--- src/hw/rtl/ecl_pkg.sv ---
// ecl_pkg: shared widths, codes and the header record type of the
// ethernet frame classifier. No dependencies; imported by every module.
package ecl_pkg;

  // byte counter width; the counter saturates at its all-ones value
  localparam int LENGTH_BITS = 14;
  localparam logic [LENGTH_BITS-1:0] COUNT_MAX = {LENGTH_BITS{1'b1}};

  // width used for length arithmetic in the classifier
  localparam int LEN_EXT_W = ((LENGTH_BITS > 16) ? LENGTH_BITS : 16) + 1;

  // header record queue between parser and classifier
  localparam int QUEUE_DEPTH = 4;
  localparam int QPTR_W      = $clog2(QUEUE_DEPTH);

  // configuration register indexes
  localparam logic [1:0] REG_MMS_PORT    = 2'd0;
  localparam logic [1:0] REG_IEC104_PORT = 2'd1;
  localparam logic [1:0] REG_SNTP_PORT   = 2'd2;

  localparam logic [15:0] MMS_PORT_RST    = 16'd102;
  localparam logic [15:0] IEC104_PORT_RST = 16'd2404;
  localparam logic [15:0] SNTP_PORT_RST   = 16'd123;

  // ethertypes in network order
  localparam logic [15:0] ET_VLAN  = 16'h8100;
  localparam logic [15:0] ET_IPV4  = 16'h0800;
  localparam logic [15:0] ET_ARP   = 16'h0806;
  localparam logic [15:0] ET_GOOSE = 16'h88B8;
  localparam logic [15:0] ET_SV    = 16'h88BA;
  localparam logic [15:0] ET_PTP   = 16'h88F7;

  // ip protocol numbers
  localparam logic [7:0] IPP_ICMP = 8'h01;
  localparam logic [7:0] IPP_TCP  = 8'h06;
  localparam logic [7:0] IPP_UDP  = 8'h11;

  // header offsets
  localparam logic [4:0] ETH_HDR_LEN  = 5'd14;
  localparam logic [4:0] VLAN_HDR_LEN = 5'd18;

  // protocol classes
  localparam logic [3:0] CLS_ETH    = 4'd0;
  localparam logic [3:0] CLS_ARP    = 4'd1;
  localparam logic [3:0] CLS_IP     = 4'd2;
  localparam logic [3:0] CLS_TCP    = 4'd3;
  localparam logic [3:0] CLS_UDP    = 4'd4;
  localparam logic [3:0] CLS_ICMP   = 4'd5;
  localparam logic [3:0] CLS_MMS    = 4'd6;
  localparam logic [3:0] CLS_IEC104 = 4'd7;
  localparam logic [3:0] CLS_SNTP   = 4'd8;
  localparam logic [3:0] CLS_GOOSE  = 4'd9;
  localparam logic [3:0] CLS_SV     = 4'd10;
  localparam logic [3:0] CLS_PTP    = 4'd11;

  // error codes
  localparam logic [2:0] ERR_NONE        = 3'd0;
  localparam logic [2:0] ERR_IP_LENGTH   = 3'd1;
  localparam logic [2:0] ERR_TCP_SHORT   = 3'd2;
  localparam logic [2:0] ERR_UDP_SHORT   = 3'd3;
  localparam logic [2:0] ERR_FRAME_SHORT = 3'd4;

  // header fields of one finished frame
  typedef struct packed {
    logic [LENGTH_BITS-1:0] frame_len;
    logic [15:0]            ether_type;
    logic                   vlan_seen;
    logic [5:0]             ip_header_bytes;
    logic [15:0]            ip_total_length;
    logic [7:0]             ip_protocol;
    logic [15:0]            source_port;
    logic [15:0]            destination_port;
    logic [5:0]             tcp_header_bytes;
  } hdr_rec_t;

endpackage

--- src/hw/rtl/ecl_parser.sv ---
// ecl_parser: front part; counts frame bytes and captures header fields,
// handing one header record per frame to the queue. Depends on ecl_pkg.
module ecl_parser
  import ecl_pkg::*;
(
  input  logic       clk,
  input  logic       rst,
  input  logic       take,
  input  logic [7:0] data_byte,
  input  logic       last_byte,
  output logic       rec_write,
  output hdr_rec_t   rec
);

  logic [LENGTH_BITS-1:0] byte_count;
  logic [15:0]            ether_type;
  logic                   vlan_seen;
  logic [5:0]             ip_header_bytes;
  logic [15:0]            ip_total_length;
  logic [7:0]             ip_protocol;
  logic [15:0]            source_port;
  logic [15:0]            destination_port;
  logic [5:0]             tcp_header_bytes;

  logic [LENGTH_BITS-1:0] byte_count_next;
  logic [15:0]            ether_type_next;
  logic                   vlan_seen_next;
  logic [5:0]             ip_header_bytes_next;
  logic [15:0]            ip_total_length_next;
  logic [7:0]             ip_protocol_next;
  logic [15:0]            source_port_next;
  logic [15:0]            destination_port_next;
  logic [5:0]             tcp_header_bytes_next;

  logic [LENGTH_BITS-1:0] pos;
  logic [4:0]             base;
  logic [6:0]             l4;
  logic [LENGTH_BITS-1:0] base_x;
  logic [LENGTH_BITS-1:0] l4_x;

  assign pos    = byte_count;
  assign base   = vlan_seen ? VLAN_HDR_LEN : ETH_HDR_LEN;
  assign l4     = 7'(base) + 7'(ip_header_bytes);
  assign base_x = LENGTH_BITS'(base);
  assign l4_x   = LENGTH_BITS'(l4);

  // header field capture for the byte at the current position
  always_comb begin
    ether_type_next       = ether_type;
    vlan_seen_next        = vlan_seen;
    ip_header_bytes_next  = ip_header_bytes;
    ip_total_length_next  = ip_total_length;
    ip_protocol_next      = ip_protocol;
    source_port_next      = source_port;
    destination_port_next = destination_port;
    tcp_header_bytes_next = tcp_header_bytes;
    if (pos == LENGTH_BITS'(12) || pos == LENGTH_BITS'(13)) begin
      ether_type_next = {ether_type[7:0], data_byte};
      if (pos == LENGTH_BITS'(13) && ether_type_next == ET_VLAN) begin
        vlan_seen_next = 1'b1;
      end
    end else if (vlan_seen && (pos == LENGTH_BITS'(16) || pos == LENGTH_BITS'(17))) begin
      ether_type_next = {ether_type[7:0], data_byte};
    end else if (pos >= base_x && ether_type == ET_IPV4) begin
      if (pos == base_x) begin
        ip_header_bytes_next = {data_byte[3:0], 2'b00};
      end else if (pos == base_x + LENGTH_BITS'(2) || pos == base_x + LENGTH_BITS'(3)) begin
        ip_total_length_next = {ip_total_length[7:0], data_byte};
      end else if (pos == base_x + LENGTH_BITS'(9)) begin
        ip_protocol_next = data_byte;
      end
      // transport fields, only once a sane ihl is known
      if (ip_header_bytes >= 6'd20) begin
        if (pos == l4_x || pos == l4_x + LENGTH_BITS'(1)) begin
          source_port_next = {source_port[7:0], data_byte};
        end else if (pos == l4_x + LENGTH_BITS'(2) || pos == l4_x + LENGTH_BITS'(3)) begin
          destination_port_next = {destination_port[7:0], data_byte};
        end else if (pos == l4_x + LENGTH_BITS'(12)) begin
          tcp_header_bytes_next = {data_byte[7:4], 2'b00};
        end
      end
    end
  end

  // saturating byte counter
  assign byte_count_next = (byte_count != COUNT_MAX) ? byte_count + 1'b1 : byte_count;

  // record of the finished frame
  assign rec_write = take && last_byte;
  always_comb begin
    rec.frame_len        = byte_count_next;
    rec.ether_type       = ether_type_next;
    rec.vlan_seen        = vlan_seen_next;
    rec.ip_header_bytes  = ip_header_bytes_next;
    rec.ip_total_length  = ip_total_length_next;
    rec.ip_protocol      = ip_protocol_next;
    rec.source_port      = source_port_next;
    rec.destination_port = destination_port_next;
    rec.tcp_header_bytes = tcp_header_bytes_next;
  end

  // frame state, cleared after every last byte
  always_ff @(posedge clk) begin
    if (rst || rec_write) begin
      byte_count       <= '0;
      ether_type       <= '0;
      vlan_seen        <= 1'b0;
      ip_header_bytes  <= '0;
      ip_total_length  <= '0;
      ip_protocol      <= '0;
      source_port      <= '0;
      destination_port <= '0;
      tcp_header_bytes <= '0;
    end else if (take) begin
      byte_count       <= byte_count_next;
      ether_type       <= ether_type_next;
      vlan_seen        <= vlan_seen_next;
      ip_header_bytes  <= ip_header_bytes_next;
      ip_total_length  <= ip_total_length_next;
      ip_protocol      <= ip_protocol_next;
      source_port      <= source_port_next;
      destination_port <= destination_port_next;
      tcp_header_bytes <= tcp_header_bytes_next;
    end
  end

endmodule

--- src/hw/rtl/ecl_queue.sv ---
// ecl_queue: short first-in first-out queue of header records between
// the parser and the classifier. Depends on ecl_pkg.
module ecl_queue
  import ecl_pkg::*;
(
  input  logic     clk,
  input  logic     rst,
  input  logic     wr_en,
  input  hdr_rec_t wr_rec,
  output logic     q_full,
  input  logic     rd_en,
  output hdr_rec_t rd_rec,
  output logic     q_empty
);

  hdr_rec_t          slots [QUEUE_DEPTH];
  logic [QPTR_W-1:0] wr_ptr;
  logic [QPTR_W-1:0] rd_ptr;
  logic [QPTR_W:0]   fill;

  assign q_full  = (fill == (QPTR_W+1)'(QUEUE_DEPTH));
  assign q_empty = (fill == '0);
  assign rd_rec  = slots[rd_ptr];

  // storage
  always_ff @(posedge clk) begin
    if (wr_en) begin
      slots[wr_ptr] <= wr_rec;
    end
  end

  // pointers and fill level
  always_ff @(posedge clk) begin
    if (rst) begin
      wr_ptr <= '0;
      rd_ptr <= '0;
      fill   <= '0;
    end else begin
      if (wr_en) begin
        wr_ptr <= wr_ptr + 1'b1;
      end
      if (rd_en) begin
        rd_ptr <= rd_ptr + 1'b1;
      end
      if (wr_en && !rd_en) begin
        fill <= fill + 1'b1;
      end else if (rd_en && !wr_en) begin
        fill <= fill - 1'b1;
      end
    end
  end

endmodule

--- src/hw/rtl/ecl_classify.sv ---
// ecl_classify: back part; holds the port registers, classifies one header
// record per cycle into the result register when it can take one. Depends on ecl_pkg.
module ecl_classify
  import ecl_pkg::*;
(
  input  logic        clk,
  input  logic        rst,
  input  logic        cfg_write,
  input  logic [1:0]  cfg_index,
  input  logic [15:0] cfg_data,
  input  logic        rec_avail,
  input  hdr_rec_t    rec,
  output logic        rec_take,
  input  logic        res_pop,
  output logic        res_valid,
  output logic [3:0]  protocol_class,
  output logic [2:0]  error_code,
  output logic [7:0]  payload_offset,
  output logic [13:0] valid_bytes,
  output logic        vlan_present
);

  logic [15:0] mms_port;
  logic [15:0] iec104_port;
  logic [15:0] sntp_port;

  logic [4:0]           pos;
  logic [6:0]           l4;
  logic [LEN_EXT_W-1:0] len_x;
  logic [LEN_EXT_W-1:0] pos_x;
  logic [LEN_EXT_W-1:0] l4_x;
  logic [LEN_EXT_W-1:0] rem;
  logic [LEN_EXT_W-1:0] trimmed;
  logic                 frame_short;
  logic                 ip_bad;
  logic                 tcp_short;
  logic                 udp_short;
  logic                 hit_mms;
  logic                 hit_iec104;
  logic                 hit_sntp;

  logic [3:0]  cls_next;
  logic [2:0]  err_next;
  logic [7:0]  off_next;
  logic [13:0] vb_next;

  // port registers
  always_ff @(posedge clk) begin
    if (rst) begin
      mms_port    <= MMS_PORT_RST;
      iec104_port <= IEC104_PORT_RST;
      sntp_port   <= SNTP_PORT_RST;
    end else if (cfg_write) begin
      unique case (cfg_index)
        REG_MMS_PORT:    mms_port    <= cfg_data;
        REG_IEC104_PORT: iec104_port <= cfg_data;
        REG_SNTP_PORT:   sntp_port   <= cfg_data;
        default: ;
      endcase
    end
  end

  // length checks, all in parallel
  assign pos         = rec.vlan_seen ? VLAN_HDR_LEN : ETH_HDR_LEN;
  assign l4          = 7'(pos) + 7'(rec.ip_header_bytes);
  assign len_x       = LEN_EXT_W'(rec.frame_len);
  assign pos_x       = LEN_EXT_W'(pos);
  assign l4_x        = LEN_EXT_W'(l4);
  assign rem         = len_x - pos_x;
  assign trimmed     = pos_x + LEN_EXT_W'(rec.ip_total_length);
  assign frame_short = len_x < pos_x;
  assign ip_bad      = (rem < LEN_EXT_W'(20)) || (rec.ip_header_bytes < 6'd20) ||
                       (LEN_EXT_W'(rec.ip_total_length) > rem);
  assign tcp_short   = len_x < l4_x + LEN_EXT_W'(20);
  assign udp_short   = len_x < l4_x + LEN_EXT_W'(8);

  // port matches
  assign hit_mms    = (rec.source_port == mms_port) || (rec.destination_port == mms_port);
  assign hit_iec104 = (rec.source_port == iec104_port) ||
                      (rec.destination_port == iec104_port);
  assign hit_sntp   = (rec.source_port == sntp_port) || (rec.destination_port == sntp_port);

  // class selection
  always_comb begin
    cls_next = CLS_ETH;
    err_next = ERR_NONE;
    off_next = 8'(pos);
    vb_next  = len_x[13:0];
    if (frame_short) begin
      err_next = ERR_FRAME_SHORT;
      off_next = '0;
    end else begin
      unique case (rec.ether_type)
        ET_IPV4: begin
          if (ip_bad) begin
            cls_next = CLS_IP;
            err_next = ERR_IP_LENGTH;
            off_next = '0;
          end else begin
            vb_next = trimmed[13:0];
            if (rec.ip_protocol == IPP_TCP) begin
              if (tcp_short) begin
                cls_next = CLS_TCP;
                err_next = ERR_TCP_SHORT;
                off_next = '0;
              end else if (hit_mms) begin
                cls_next = CLS_MMS;
                off_next = 8'(l4) + 8'(rec.tcp_header_bytes);
              end else if (hit_iec104) begin
                cls_next = CLS_IEC104;
                off_next = 8'(l4) + 8'(rec.tcp_header_bytes);
              end else begin
                cls_next = CLS_TCP;
                off_next = 8'(l4);
              end
            end else if (rec.ip_protocol == IPP_UDP) begin
              if (udp_short) begin
                cls_next = CLS_UDP;
                err_next = ERR_UDP_SHORT;
                off_next = '0;
              end else if (hit_sntp) begin
                cls_next = CLS_SNTP;
                off_next = 8'(l4) + 8'd8;
              end else begin
                cls_next = CLS_UDP;
                off_next = 8'(l4);
              end
            end else if (rec.ip_protocol == IPP_ICMP) begin
              cls_next = CLS_ICMP;
              off_next = 8'(l4);
            end else begin
              cls_next = CLS_IP;
            end
          end
        end
        ET_ARP:   cls_next = CLS_ARP;
        ET_GOOSE: cls_next = CLS_GOOSE;
        ET_SV:    cls_next = CLS_SV;
        ET_PTP:   cls_next = CLS_PTP;
        default:  cls_next = CLS_ETH;
      endcase
    end
  end

  // result register; refills in the cycle its word is popped
  assign rec_take = rec_avail && (!res_valid || res_pop);

  always_ff @(posedge clk) begin
    if (rst) begin
      res_valid <= 1'b0;
    end else if (rec_take) begin
      res_valid <= 1'b1;
    end else if (res_pop) begin
      res_valid <= 1'b0;
    end
  end

  always_ff @(posedge clk) begin
    if (rec_take) begin
      protocol_class <= cls_next;
      error_code     <= err_next;
      payload_offset <= off_next;
      valid_bytes    <= vb_next;
      vlan_present   <= rec.vlan_seen;
    end
  end

endmodule

--- src/hw/rtl/ethernet_frame_classifier.sv ---
// ethernet_frame_classifier: top level; parser front, record queue and
// classifier back. Depends on ecl_pkg, ecl_parser, ecl_queue, ecl_classify.
//
//  channel   handshake        word
//  -------   ---------        ----
//  input     push / full      data_byte, last_byte
//  result    empty / pop      protocol_class, error_code, payload_offset,
//                             valid_bytes, vlan_present
//  config    cfg_write        cfg_index, cfg_data
//
// One byte is taken every cycle while full is low; the parser keeps per-frame
// header state. When a frame's last byte is taken, the accepting edge writes
// its record into the queue; the classifier output for it is then loaded into
// the result register when that register is empty or being popped.
// full rises only when the four-entry record queue is full, which needs the
// result side to hold off pops over several frames.
// Reset (rst, synchronous) clears the frame state, empties the queue and
// restores the port registers to 102, 2404 and 123.
module ethernet_frame_classifier
  import ecl_pkg::*;
(
  input  logic        clk,
  input  logic        rst,
  input  logic        push,
  output logic        full,
  input  logic [7:0]  data_byte,
  input  logic        last_byte,
  output logic        empty,
  input  logic        pop,
  output logic [3:0]  protocol_class,
  output logic [2:0]  error_code,
  output logic [7:0]  payload_offset,
  output logic [13:0] valid_bytes,
  output logic        vlan_present,
  input  logic        cfg_write,
  input  logic [1:0]  cfg_index,
  input  logic [15:0] cfg_data
);

  logic     take;
  logic     rec_write;
  hdr_rec_t wr_rec;
  hdr_rec_t rd_rec;
  logic     q_full;
  logic     q_empty;
  logic     rec_take;
  logic     res_valid;

  assign full  = q_full;
  assign take  = push && !q_full;
  assign empty = !res_valid;

  // front: byte parser
  ecl_parser u_parser (
    .clk       (clk),
    .rst       (rst),
    .take      (take),
    .data_byte (data_byte),
    .last_byte (last_byte),
    .rec_write (rec_write),
    .rec       (wr_rec)
  );

  // record queue
  ecl_queue u_queue (
    .clk     (clk),
    .rst     (rst),
    .wr_en   (rec_write),
    .wr_rec  (wr_rec),
    .q_full  (q_full),
    .rd_en   (rec_take),
    .rd_rec  (rd_rec),
    .q_empty (q_empty)
  );

  // back: classifier and result register
  ecl_classify u_classify (
    .clk            (clk),
    .rst            (rst),
    .cfg_write      (cfg_write),
    .cfg_index      (cfg_index),
    .cfg_data       (cfg_data),
    .rec_avail      (!q_empty),
    .rec            (rd_rec),
    .rec_take       (rec_take),
    .res_pop        (pop),
    .res_valid      (res_valid),
    .protocol_class (protocol_class),
    .error_code     (error_code),
    .payload_offset (payload_offset),
    .valid_bytes    (valid_bytes),
    .vlan_present   (vlan_present)
  );

endmodule

--- config.mk ---
export PLATFORM = sky130hd
export DESIGN_NAME = ethernet_frame_classifier
export DESIGN_NICKNAME = d
export VERILOG_FILES = /design/src/hw/rtl/ecl_pkg.sv /design/src/hw/rtl/ecl_parser.sv /design/src/hw/rtl/ecl_queue.sv /design/src/hw/rtl/ecl_classify.sv /design/src/hw/rtl/ethernet_frame_classifier.sv
export SDC_FILE = /design/constraint.sdc
export NUM_CORES = 1
export LEC_CHECK = 0
export ABC_CLOCK_PERIOD_IN_PS = 5200
export BUFFER_PORTS_ARGS = -buffer_cell sky130_fd_sc_hd__buf_2
export CAP_MARGIN = 20
export CORE_MARGIN = 2
export CORE_UTILIZATION = 57
export CTS_CLUSTER_DIAMETER = 50
export DETAILED_ROUTE_END_ITERATION = 10
export HOLD_SLACK_MARGIN = 0.08
export PLACE_DENSITY = 0.77
export SYNTH_ARGS = -nofsm -noshare
export SYNTH_HDL_FRONTEND = slang
export SYNTH_HIERARCHICAL = 1
export SYNTH_SLANG_ARGS = --single-unit
--- constraint.sdc ---
create_clock -name clk -period 5.2 [get_ports clk]
set_input_delay 0.78 -clock clk [delete_from_list [all_inputs] [get_ports clk]]
set_output_delay 0.78 -clock clk [all_outputs]
set_load 0.05 [all_outputs]
# Word level (Yosys, flattened, before mapping)
# Memory sizes are Yosys's and may differ from the RTL's. A register that Yosys moved wholly into a read port is not among the register bits.
# Cells that the tools add are included.
# Widths: inputs -> output; s select.
[totals] register_bits=185 ramBits=396 out_inout_bits=32 wordCells=198 memories=1
[classes] addsub=20 magnitude_cmp=8 n_eq_ne=33 mux=77 bitwise_logic=1 reduce_logical=34
[memory_table] name="u_queue.slots" depth=4 width=99 rd=1 rd_clocked_by_memory_dff=1 wr=1 line="ecl_queue.sv:16" source="hdr_rec_t slots [QUEUE_DEPTH];"
[op_table] cell="$mux 16" n=18
[op_table] cell="$mux 8" n=13
[op_table] cell="$eq 14x14->1" n=7
[op_table] cell="$eq 16x16->1" n=6
[op_table] cell="$mux 6" n=11
[op_table] cell="$eq 16x16->1 const B" n=4
[op_table] cell="$mux 14" n=4
[op_table] cell="$eq 16x12->1 const B" n=3
[op_table] cell="$lt 14x17->1" n=2
[op_table] cell="$eq 14x4->1 const B" n=2
[op_table] cell="$eq 14x5->1 const B" n=2
[op_table] cell="$mux 4" n=7
[op_table] cell="$add 7x4->8 const B" n=3
[op_table] cell="$mux 3" n=8
[op_table] cell="$mux 5" n=4
[op_table] cell="$pmux 4 s5" n=1
[op_table] cell="$gt 16x17->1" n=1
[op_table] cell="$lt 17x5->1 const B" n=1
[op_table] cell="$add 7x2->8 const B" n=2
[op_table] cell="$sub 14x5->15" n=1
[op_table] cell="$add 14x1->14 const B" n=1
[op_table] cell="$add 5x14->14" n=1
[op_table] cell="$add 5x6->7" n=2
[op_table] cell="$eq 14x5->1" n=1
[op_table] cell="other kinds (33)" n=68

# Logic depth before layout (Yosys ltp)
[logic_depth] depth_word=11 mapped_depth=21 ltp_nobuf=18

# By module
# Netlist, hierarchy kept.
[modules_own_cells] module="ecl_queue" n_inst=1 cells_per_inst=561 area_each_um2=14679.1 seq_area_each_um2=12071.6
[modules_own_cells] module="ecl_classify" n_inst=1 cells_per_inst=756 area_each_um2=6332.3 seq_area_each_um2=1881.8
[modules_own_cells] module="ecl_parser" n_inst=1 cells_per_inst=692 area_each_um2=6105.9 seq_area_each_um2=1981.9
[modules_own_cells] module="ethernet_frame_classifier" n_inst=1 cells_per_inst=3 area_each_um2=21.3 seq_area_each_um2=0.0

# Worst setup path after synthesis
# OpenSTA, ideal clock, no wires.
[synth_path] path_type="flip-flop to flip-flop" startpoint="register (tool-made name)" endpoint="register u_classify.payload_offset[3], data pin" setup_time_ns=0.265 t_arrival_ns=4.889 path_slack_ns=0.046 path_stages_with_launch=20 n_path_buf=3 synth_period_minus_slack_ns=5.154 cell_sequence="dfxtp_1 buf_6 buf_2 mux4_2 inv_1 ha_1 nor2b_1 o21ai_0 nor2b_1 xnor2_1 a31oi_1 ha_1 and4_1 a2111o_1 a31oi_4 and3_1 buf_4 or3b_1 a2111oi_1 or3_1"
[synth_lines] element="end signal, assigned" line="ecl_classify.sv:162" source="payload_offset <= off_next;"
[synth_lines] element="end, declared" line="ecl_classify.sv:18" source="output logic [7:0] payload_offset,"

==> flow_metrics.env <==
export IMPL_status="completed"
export IMPL_gp_congestion=0.931
export IMPL_drive_above_1_share=0.199
export IMPL_critical_path_class="reg -> reg"
export IMPL_synth_seq_cells=583
export IMPL_overflow=0
export IMPL_synthXorXnorAreaFrac=0.0559
export IMPL_finalSetupViolCount=0
export IMPL_ys_seq_area_frac=0.587
export IMPL_power_density_nw_per_um2=487
export IMPL_ir_drop_v=0.000365
export IMPL_synth_top_flop_cell="edfxtp_1"
export IMPL_muxShareOfSynthArea=0.141
export IMPL_start_util=0.580
export IMPL_ys_warn_count=6
export IMPL_portBuffers=63
export IMPL_die_h_um=222
export IMPL_clock_path_buffers=3
export IMPL_cp_required_ns=5.54
export IMPL_vias=16800
export IMPL_endpoint_kind="flop"
export IMPL_p_leak_nw=11.1
export IMPL_avgSynthCellArea_um2=13.5
export IMPL_totalWireLength_um=63400
export IMPL_post_synth_instance_area_um2=27100
export IMPL_clock_latency_ns=0.61
export IMPL_fin_cells=2744
export IMPL_timing_final_ws_setup_ns=0.220
export IMPL_wire_per_inst_um=23.1
export IMPL_die_area_um2=49400
export IMPL_worstPathArrival_ns=5.32
export IMPL_antenna_found_initial=0
export IMPL_drc_errors=0
export IMPL_synth_compound_gate_area_share=0.0493
export IMPL_hold_class="in -> reg"
export IMPL_skew_ns=0.0197
export IMPL_post_route_util=0.647
export IMPL_rows=79
export IMPL_drtIter0Drc=1713
export IMPL_relSlewSlack=0.344
export IMPL_grt_start_max_net_pins=70
export IMPL_viasPerCell=6.13
export IMPL_synth_edf_count=426
export IMPL_min_period_ns=4.98
export IMPL_first_pass_iters=7
export IMPL_synth_cell_types=88
export IMPL_synthArstFlopShare=0
export IMPL_clock_sinks=583
export IMPL_clk_pin_slew_ns=0.06
export IMPL_dp_hpwl_um=42800
export IMPL_synth_top_family_by_area="multiplexers"
export IMPL_r2r_cells=16
export IMPL_finalCritPeriodShare=0.958
export IMPL_slew_viol_final=0
export IMPL_area_growth_pct=11.5
export IMPL_antenna_left=0
export IMPL_track_usage=0.259
export IMPL_max_freq_mhz=201
export IMPL_cts_root_buf="clkbuf_16"
export IMPL_final_hold_viol_count=0
export IMPL_synth_fa_ha_area_frac=0.0368
export IMPL_grt_pass1_wl_um=98100
export IMPL_cts_buffers=58
export IMPL_synthCells=2012
export IMPL_synth_simple_gate_area_frac=0.106
export IMPL_critPathLaunchType="flop"
export IMPL_whs_path_depth=3
export IMPL_dp_cells=2630
export IMPL_maxCapViolCount=0
export IMPL_crit_path_max_fanout=22
export IMPL_die_w_um=222
export IMPL_grt_pass1_vias=16900
export IMPL_fin_nets=2191
export IMPL_core_area_um2=46800
export IMPL_max_slew_worst_pin_slew_ns=0.977
export IMPL_io_pins=64
export IMPL_cts_tree="built"
export IMPL_htreeDepth=2
export IMPL_synth_nets=2117
export IMPL_place_ws_ns=0.213
==> Yosys cell counts (all sizes together) (6+ instances only) <==
cell type / n / area (µm²)
buf: 34 / 228
edfxtp: 426 / 12800
or2: 6 / 37.5
dfxtp: 157 / 3140
nand2: 228 / 866
nor3: 21 / 110
mux2: 84 / 950
and2: 13 / 81.3
fa: 6 / 120
nor2b: 14 / 95.1
a31oi: 6 / 52.6
a21oi: 106 / 531
mux2i: 65 / 651
and3: 18 / 118
nor4: 41 / 293
o21ai: 34 / 170
xor2: 130 / 1140
nor2: 91 / 352
nand3: 60 / 310
mux4: 99 / 2230
nand2b: 9 / 56.3
nand4: 17 / 106
a211oi: 6 / 55.1
xnor2: 38 / 333
clkbuf: 65 / 244
a21o: 11 / 82.6
nand3b: 20 / 150
or3: 11 / 68.8
inv: 44 / 165
ha: 67 / 838
==> metrics by stage <==
stage | power, mW | setup TNS, ns | hold slack [ns] | area, µm²
floorplan | 9.18 | 0 | 0.429 | 27100
global placement | 10.5 | 0 | 0.435 | 28200
detailed placement | 10.5 | 0 | 0.442 | 28200
CTS | 14.8 | 0 | 0.390 | 30200
global route | 15.5 | -0.00667 | 0.415 | 30300
finish | 14.7 | 0 | 0.420 | 30300
==> flip-flops by register name, summed over array words and instances (netlist names), 16 cells and up, named ones only <==
register,cells
u_queue/slots,396
u_classify/iec104_port,16
u_classify/mms_port,16
u_classify/sntp_port,16
u_parser/destination_port,16
u_parser/ether_type,16
u_parser/ip_total_length,16
u_parser/source_port,16
==> placed cells by master (no fill, tap or decap), types with 6 or more instances in the layout <==
master     count
xor2_1       130
clkbuf_8       8
edfxtp_1     426
dfxtp_1      155
nor4_1        38
buf_2         63
o21ai_0       28
or3_1         11
and2_1         9
nand2b_1       9
mux2_2        82
nor2_1        88
clkbuf_1      18
xnor2_1       38
nor2b_1       13
nand4_1       17
nor3_1        20
nand2_1      226
inv_1         44
o21ai_1        6
nand3_1       58
clkinv_2       6
and3_1        16
clkbuf_16     63
mux4_2        99
fa_1           6
nand3b_1      20
a21oi_1      106
buf_12         7
mux2i_1       65
ha_1          67
a21o_1        11
buf_4         43
==> cell type report <==
type | instances | area (µm²)
Clock inverter | 21 | 233
Multi-Input combinational cell | 1286 | 10600
Sequential cell | 583 | 15900
Antenna cell | 1 | 2.50
Fill cell | 3332 | 16500
Timing Repair Buffer | 113 | 778
Inverter | 44 | 165
Tap cell | 607 | 759
Clock buffer | 89 | 1750
==> worst max-delay path, stage by stage (launching register included) <==
cell and delay (ns):
dfxtp_4 0.44, buf_12 0.23, mux4_2 0.55, ha_1 0.35
nor2b_1 0.14, o21ai_0 0.21, nor2b_1 0.24, xnor2_1 0.26
a31oi_1 0.19, ha_1 0.33, and4_1 0.24, a2111o_1 0.45
a31oi_4 0.24, and3_2 0.29, or3b_1 0.14, a2111oi_1 0.05
or3_1 0.35
==> repair_timing <==
item / 4_1_cts / 5_1_grt
setup buffers: 0 / 2
hold buffers: 0 / 0
gates resized for setup: 0 / 3
setup endpoints to repair: 0 / 12
==> path summary, 6_finish.rpt <==
path	startpoint	to	slack (ns)
min reg2reg	u_parser/ip_protocol[5]$_SDFFE_PP0P_	u_parser/ip_protocol[5]$_SDFFE_PP0P_	0.45
max	flop	u_classify/payload_offset[3]$_SDFFCE_PP0P_	0.22
max reg2reg	flop	u_classify/payload_offset[3]$_SDFFCE_PP0P_	0.22
min	cfg_data[2]	u_classify/mms_port[2]$_SDFFE_PP1P_	0.42
==> power breakdown <==
group / internal, mW / leakage, nW / switching, mW / total (mW)
combinational: 1.95 / 4.85 / 3.13 / 5.07
clock: 2.53 / 0.965 / 1.72 / 4.25
sequential: 5.29 / 5.30 / 0.128 / 5.42
total: 9.77 / 11.1 / 4.98 / 14.7
==> metal layers <==
layer  part of all wire  track usage  wire length [µm]
met3              0.078       0.0440              4930
met2               0.48        0.422             30200
met4              0.021       0.0702              1350
met5                  0            0                 0
met1               0.42        0.363             26900
==> cell families (layout without fill, tap and decap cells) <==
logic type      count (synthesis)  count (layout)
xor+xnor                      170             170
simple gates                  576             576
other cells                     0               1
compound gates                215             215
buf+inv                       143             267
flops                         583             583
mux                           248             248
fa+ha+maj                      77              77
No activity file was read; power rests on OpenSTA's default activity.
